File: src/rtl/cau_pkg.sv
`default_nettype none
package cau_pkg;

	// fixed point format
	localparam int FRAC_BITS = 8;

	// divider sizing: quotient bits kept, remainder and divisor widths
	localparam int QW = 17;
	localparam int DW = 32;
	localparam int RW = DW + 1;
	localparam int LW = QW - 1;
	localparam int NW = DW + FRAC_BITS;
	localparam int CW = DW + QW + FRAC_BITS;

	typedef enum logic [2:0] {
		OP_ADD  = 3'd0,
		OP_SUB  = 3'd1,
		OP_MUL  = 3'd2,
		OP_DIV  = 3'd3,
		OP_CONJ = 3'd4,
		OP_MAG  = 3'd5
	} op_t;

	localparam logic [1:0] ST_OK  = 2'd0;
	localparam logic [1:0] ST_SAT = 2'd1;
	localparam logic [1:0] ST_DBZ = 2'd2;

	// one divider lane: partial remainder, dividend bits still to enter, quotient so far
	typedef struct packed {
		logic [RW-1:0] rem;
		logic [LW-1:0] low;
		logic [QW-1:0] quo;
	} lane_t;

	// request context travelling beside the divider lanes
	typedef struct packed {
		logic          valid;
		logic          is_div;
		logic [15:0]   re;
		logic [15:0]   im;
		logic [1:0]    status;
		logic          neg_re;
		logic          neg_im;
		logic          ovf_re;
		logic          ovf_im;
		logic [DW-1:0] den;
	} info_t;

	typedef struct packed {
		logic [15:0] val;
		logic        sat;
	} sat_t;

	// clamp a wide signed value to 16 bits
	function automatic sat_t sat16(input logic signed [33:0] x);
		sat_t r;
		if (x > 34'sd32767) begin
			r.val = 16'h7fff;
			r.sat = 1'b1;
		end else if (x < -34'sd32768) begin
			r.val = 16'h8000;
			r.sat = 1'b1;
		end else begin
			r.val = x[15:0];
			r.sat = 1'b0;
		end
		return r;
	endfunction

endpackage
`default_nettype wire

File: src/rtl/cau_cell.sv
`default_nettype none
module cau_cell (
	input  wire logic       clk,
	input  wire logic       arst_n,
	input  wire logic       en,
	input  cau_pkg::info_t  info_i,
	input  cau_pkg::lane_t  re_i,
	input  cau_pkg::lane_t  im_i,
	output cau_pkg::info_t  info_o,
	output cau_pkg::lane_t  re_o,
	output cau_pkg::lane_t  im_o
);

	// one restoring step: compare, subtract, shift in the next dividend bit
	function automatic cau_pkg::lane_t step(input cau_pkg::lane_t l,
	                                        input logic [cau_pkg::DW-1:0] d);
		cau_pkg::lane_t r;
		logic [cau_pkg::RW-1:0] t;
		logic                   ge;
		ge = l.rem >= {1'b0, d};
		t = ge ? (l.rem - {1'b0, d}) : l.rem;
		r.rem = {t[cau_pkg::DW-1:0], l.low[cau_pkg::LW-1]};
		r.low = {l.low[cau_pkg::LW-2:0], 1'b0};
		r.quo = {l.quo[cau_pkg::QW-2:0], ge};
		return r;
	endfunction

	always_ff @(posedge clk or negedge arst_n) begin
		if (!arst_n) begin
			info_o <= '0;
		end else if (en) begin
			info_o <= info_i;
		end
	end

	always_ff @(posedge clk) begin
		if (en) begin
			re_o <= step(re_i, info_i.den);
			im_o <= step(im_i, info_i.den);
		end
	end

endmodule
`default_nettype wire

File: config.mk
export PLATFORM = sky130hd
export DESIGN_NAME = cau_cell
export DESIGN_NICKNAME = d
export VERILOG_FILES = /design/src/rtl/cau_pkg.sv /design/src/rtl/cau_cell.sv
export SDC_FILE = /design/constraint.sdc
export NUM_CORES = 1
export LEC_CHECK = 0
export BUFFER_PORTS_ARGS = -buffer_cell sky130_fd_sc_hd__buf_2
export CAP_MARGIN = 40
export CORE_MARGIN = 5
export CORE_UTILIZATION = 40
export CTS_CLUSTER_SIZE = 10
export DETAILED_ROUTE_END_ITERATION = 12
export PLACE_DENSITY_LB_ADDON = 0.05
export SLEW_MARGIN = 20
export SYNTH_ARGS = -nofsm -noshare
export SYNTH_HDL_FRONTEND = slang
export SYNTH_SLANG_ARGS = --single-unit
File: constraint.sdc
create_clock -name clk -period 0.9 [get_ports clk]
set_input_delay 0.09 -clock clk [delete_from_list [all_inputs] [get_ports clk]]
set_output_delay 0.09 -clock clk [all_outputs]
set_load 0.02 [all_outputs]
==> results of run 1 <==
==> logic make-up (layout without fill, tap and decap cells) <==
group,count (synthesis),in the layout
adders and majority gates,66,66
xor gates and xnor gates,54,54
DFF,202,202
AOI/OAI and AO/OA,245,245
other,1,7
and+or+nand+nor,227,227
muxes,90,90
buffers and inverters,98,1048
==> critical path: cells and delay by family <==
kind / cells / cell delay (ps)
simple gates: 3 / 690
fa+ha+maj: 1 / 370
compound gates: 2 / 650
buf+inv: 2 / 270
mux: 1 / 250
xor+xnor: 1 / 120
==> layout make-up <==
type	instances	share of cell area [%]
Timing Repair inverter	3	0.258
Timing Repair Buffer	946	37.1
Antenna cell	5	0.0560
Sequential cell	202	25.6
Clock buffer	42	3.32
Multi-Input combinational cell	684	30.1
Clock inverter	3	0.134
Tap cell	378	2.12
Inverter	54	1.32
==> worst min path at each step <==
stage,startpoint,end,slack [ps],cells after the start
after detailed placement,arst_n,info_o[66],-30,1
after floorplan,arst_n,info_o[0],-210,0
after global placement,arst_n,info_o[66],-30,1
final,arst_n,info_o[12],-40,2
after CTS,arst_n,info_o[12],-60,2
after global routing,arst_n,info_o[12],-20,2
==> per-stage QoR <==
step                TNS, ps  setup slack (ps)  std cells  cell area, um2
floorplan            -92770             -1510        984           11700
finish              -125250             -1240       2317           22300
CTS                 -119710             -1200       2280           21100
global placement    -129480             -1980       1993           16100
global route        -135550             -1270       2316           22300
detailed placement  -131670             -2000       1993           16100
==> registers in the layout, indices dropped and copies added, names as in the netlist <==
signal and count:
info_o 72, im_o 65, re_o 65
==> metal layers <==
| metal | GRT usage (%) | part of all wire, % | up-vias |
|---|---|---|---|
| met5 | 0 | 0.032 | - |
| met4 | 8.28 | 3.0 | 2 |
| met3 | 4.88 | 6.7 | 85 |
| met2 | 47.8 | 52 | 433 |
| met1 | 31.7 | 38 | 5643 |
| li1 | - | - | 5487 |
==> cells in the final DEF (no fill, tap or decap), types with 11 or more instances in the layout <==
cell type	n
buf_4	284
edfxtp_1	130
nor2_2	17
buf_8	11
mux2_2	65
clkbuf_1	13
nor2_4	33
xor2_1	19
buf_2	220
ha_1	22
nand4_1	15
inv_1	30
buf_6	202
a21oi_2	54
dfrtp_1	72
buf_12	24
dlygate4sd3_1	199
nand2_1	49
a21o_1	27
clkbuf_16	30
mux2_4	25
o21ai_0	17
nor2_1	35
ha_4	38
xnor2_1	28
a21oi_1	48
==> power groups by stage <==
stage	combinational (mW)	clock, mW	sequential, mW
after floorplan	3.78	0	13.1
after global placement	9.17	0	11.6
after detailed placement	9.23	0	11.6
after CTS	12.0	9.68	11.6
after global routing	14.1	10.2	11.9
final	13.4	9.64	11.8
==> what timing repair did <==
| action | CTS | global route |
|---|---|---|
| buffers inserted | 40 | 29 |
| setup endpoints to repair | 268 | 275 |
| pin swaps | 85 | 53 |
| resized for setup | 490 | 244 |
| cloned | 4 | 5 |
| hold endpoints to repair | 270 | 8 |
==> results_dict.tcl, run 1 <==
set metrics [dict create \
    status "finished, violations left" \
    violations "hold timing, setup timing" \
    synth_top_cell_by_area "edfxtp_1" \
    cts_root_buffer "clkbuf_16" \
    yosys.cell_count.top_type "edfxtp_1" \
    setup_slack_ps -1240 \
    p_sw_mw 10.9 \
    first_global_vias 12096 \
    finalClockSkew_ps 0 \
    overflow 0 \
    finalWirelength_um 46200 \
    cpMaxStageDelayCell "or4b_1" \
    synthTopCellsByCount "edfxtp_1, a21oi_1, nor2_1" \
    netlist.area_leader.share_pct 35.2 \
    max-vdd-ir-drop_uv 1570 \
    remaining_drc_errors 0 \
    postCtsHoldBufs 199 \
    drt_iter0_drc 475 \
    drive_gt1_share_pct 58.8 \
    tritoncts "done" \
    vias_per_cell 5.03 \
    die_w_um 177 \
    dieArea_mm2 0.0312 \
    r2r_start "info_o[42]" \
    seqPwrFrac_pct 33.8 \
    yosysWarnings 0 \
    start_util_pct 40.2 \
    rows 61 \
    synthTopCellsByArea "edfxtp_1, dfrtp_1, mux2_2, ha_1, a21oi_1" \
    cp_cell_sequence "buf_8, clkinvlp_4, ha_4, nand2_4, a2111oi_4, nor4bb_2, or4b_1, o31a_1, xnor2_1, mux2_4" \
    area_growth_pct 101 \
    powerDensity_mw_per_mm2 1560 \
    r2r_slack_ps -100 \
    endpoint_kind "register" \
    cp.arrival_ps 2440 \
    post-route-period-util_pct 238 \
    ys_seq_area_share_pct 51.4 \
    seqCellArea_mm2 0.00571 \
    clk_path_buf_depth 3 \
    synthSimpleGateAreaFrac_pct 9.59 \
    fillers 1670 \
    synth_seq_cells 202 \
    cts_num_sinks 202 \
    drt.antenna.violating_nets 0 \
    post-route-min-period_ps 2140 \
    vias 11650 \
    cp_max_fo 4 \
    synth_top_family_by_area "compound AO/OA/AOI/OAI gates" \
    syn-cell-area_mm2 0.0111 \
    finalPower_mw 34.8 \
    clk_latency_ps 540 \
    p_leak_nw 9.84 \
    synthCells 983 \
    rsz0062_at_grt "yes" \
    grt_max_degree 31 \
    synth-adder-area-share_pct 7.57 \
    synth_enable_flop_cells 130 \
    final_nets 2189 \
    htree_levels 1 \
    r2r_end "info_o[42]" \
    fin_util_pct 80.8 \
    comb_power_share_pct 38.4 \
    intPower_mw 23.8 \
    synth_cell_types 69 \
    design.core.area_mm2 0.0276 \
    clkTransAtPathRegs_ps 60 \
    synth_compound_area_share_pct 14.3 \
    grt_pass1_wl_um 65100 \
    muxShareOfSynthArea_pct 9.13 \
    port_buffers 406 \
    dp.final_hpwl_um 29100 \
    pwr-share-clk_pct 27.7 \
    cap_viol_max_count 0 \
    rr_worst_depth 3 \
    antenna_found_initial 6 \
    clock.fmax_mhz 467 \
    ys.flop_type "edfxtp_1" \
    crit_path_max_incr_delay_ps 520 \
    whs_ps -40.4 \
    hp-class "primary input to async pin" \
    crit_type "primary input to register" \
    synth_xor_area_share_pct 4.26 \
    numCtsBuffers 25 \
    num_io_pins 411 \
    setup_viol 279 \
    globalplace.congestion 0.896 \
    post_drt_wl_per_cell_um 19.9 \
    die_h_um 177 \
    slew_violations 0 \
    cp-start-kind "primary input" \
    postSynthAreaPerCell_um2 11.3 \
    critPathLaunch "info_i[13]" \
    multi_input_comb_area_mm2 0.00673 \
    drt_pass1_iterations 5 \
    cp.required_ps 1200 \
    grt_usage_pct 26.4 \
    async_flop_share_pct 35.6 \
    endpoint "re_o[65]" \
    swShare_pct 31.4 \
    hold_viol_final 10 \
]
No activity file was read; power rests on OpenSTA's default activity.
==> run 2, diff against run 1 <==
==> constraint.sdc (replaced) <==
create_clock -name clk -period 2.3 [get_ports clk]
set_input_delay 0.23 -clock clk [delete_from_list [all_inputs] [get_ports clk]]
set_output_delay 0.23 -clock clk [all_outputs]
set_load 0.02 [all_outputs]
==> results_dict.tcl, run 2 (synthesized netlist as in run 1, its figures left out) <==
set metrics [dict create \
    hold_viol_final 0 \
    fin_area_mm2 0.0184 \
    crit_type "primary input to register" \
    hp-class "primary input to register" \
    cp.required_ps 2570 \
    first_global_vias 10932 \
    post-place-ws_ps -706 \
    die_w_um 177 \
    port_buffers 406 \
    cts_root_buffer "clkbuf_16" \
    start_util_pct 40.2 \
    max-vdd-ir-drop_uv 475 \
    top_register "info_o" \
    cp_max_fo 2 \
    endpoint_kind "register" \
    clkTransAtPathRegs_ps 60 \
    final_common_cell "buf_2" \
    dp.cells 1975 \
    final_cells 2172 \
    numCtsBuffers 24 \
    cp.arrival_ps 2570 \
    finalWirelength_um 37300 \
    design.core.area_mm2 0.0276 \
    r2r_slack_ps 1490 \
    globalplace.congestion 0.884 \
    cap_viol_max_count 0 \
    finalClockSkew_ps 0 \
    drt.antenna.violating_nets 0 \
    cts_num_sinks 202 \
    post_drt_wl_per_cell_um 17.2 \
    largest_reg_flops 72 \
    rsz0062_at_grt "yes" \
    grt_max_degree 57 \
    die_h_um 177 \
    post-route-period-util_pct 99.9 \
    post-route-min-period_ps 2300 \
    clk_path_buf_depth 3 \
    setup_slack_ps 1.18 \
    final_nets 2048 \
    dpl_cell_area_mm2 0.0158 \
    finalPower_mw 11.8 \
    antenna_found_initial 2 \
    drive_gt1_share_pct 51.6 \
    rows 61 \
    overflow 0 \
    cp-start-kind "primary input" \
    whs_ps 32.1 \
    dieArea_mm2 0.0312 \
    dp.final_hpwl_um 28600 \
    slew_violations 0 \
    clock.fmax_mhz 435 \
    rr_worst_depth 1 \
    fin_util_pct 66.8 \
    vias_per_cell 4.82 \
    setup_viol 0 \
    largestRegisters "info_o x72, im_o x65, re_o x65" \
    powerDensity_mw_per_mm2 641 \
    p_leak_nw 8.45 \
    area_growth_pct 66.1 \
    vias 10475 \
    finalSetupTns_ps 0 \
    remaining_drc_errors 0 \
    clk_latency_ps 510 \
    tritoncts "done" \
    num_io_pins 411 \
    layout_common_cells "buf_2, buf_4, dlygate4sd3_1, edfxtp_1, a21oi_1" \
    grt_pass1_wl_um 56700 \
    grt_usage_pct 22.7 \
    drt_pass1_iterations 5 \
    status "completed" \
    htree_levels 1 \
    drt_iter0_drc 395 \
    hold_depth 2 \
]
run 2: changes by cell type in the layout (fill, tap and decap cells not counted), sizes merged:
| cell | previous run | this run |
|---|---|---|
| inv | 56 | 55 |
| diode | 5 | 1 |
| buf | 742 | 671 |
| clkinvlp | 1 | 0 |
| dlygate4sd3 | 199 | 134 |
| clkbuf | 47 | 45 |
| clkinv | 3 | 2 |
run 2: repair_timing:
| action | CTS | global route |
|---|---|---|
| cloned | 1 | 1 |
| endpoints found under the hold margin | 157 | 0 |
| gates resized for setup | 22 | 69 |
| pin swaps | 8 | 18 |
| endpoints found under the setup margin | 41 | 57 |
| hold buffers | 134 | 0 |
| buffers inserted | 4 | 12 |
run 2: worst max-delay path, cell delays in order:
cell and delay (ps):
buf_2 130, inv_2 60, ha_1 300, nor2b_4 170, o21bai_4 80, a2111oi_4 320, nor4bb_2 110, or4b_1 490
o31a_1 260, xnor2_1 120, mux2_1 280
run 2: final timing paths:
| kind | start | to |
|---|---|---|
| max in group asynchronous | arst_n | info_o[11] |
| max | info_i[1] | re_o[65] |
| min reg2reg | info_o[56] | info_o[56] |
| min | im_i[36] | im_o[37] |
| max reg2reg | info_o[1] | info_o[1] |
| min in group asynchronous | arst_n | info_o[17] |
run 2: report_power, final:
| group | total [mW] | internal, mW | switching, mW |
|---|---|---|---|
| Sequential | 4.50 | 4.37 | 0.135 |
| Clock | 3.41 | 1.98 | 1.42 |
| Combinational | 3.90 | 1.85 | 2.05 |
| Total | 11.8 | 8.20 | 3.61 |
run 2: layer usage:
layer	part of all wire [%]	global-route usage, %	vias to the layer above
li1	-	-	5197
met1	41	27.8	4883
met2	50	40.9	339
met3	6.9	5.12	54
met4	2.2	5.29	2
met5	0.029	0	-
run 2: final cells by class:
cell class,instances,area [um2]
clock inverters,2,20.0
clock buffers,42,678
fillers,2245,9190
repair inverters,1,8.76
well taps,378,473
diodes,1,2.50
multi-input cells,684,5750
inverters,54,248
repair buffers,808,5560
flip-flops and latches,202,5710
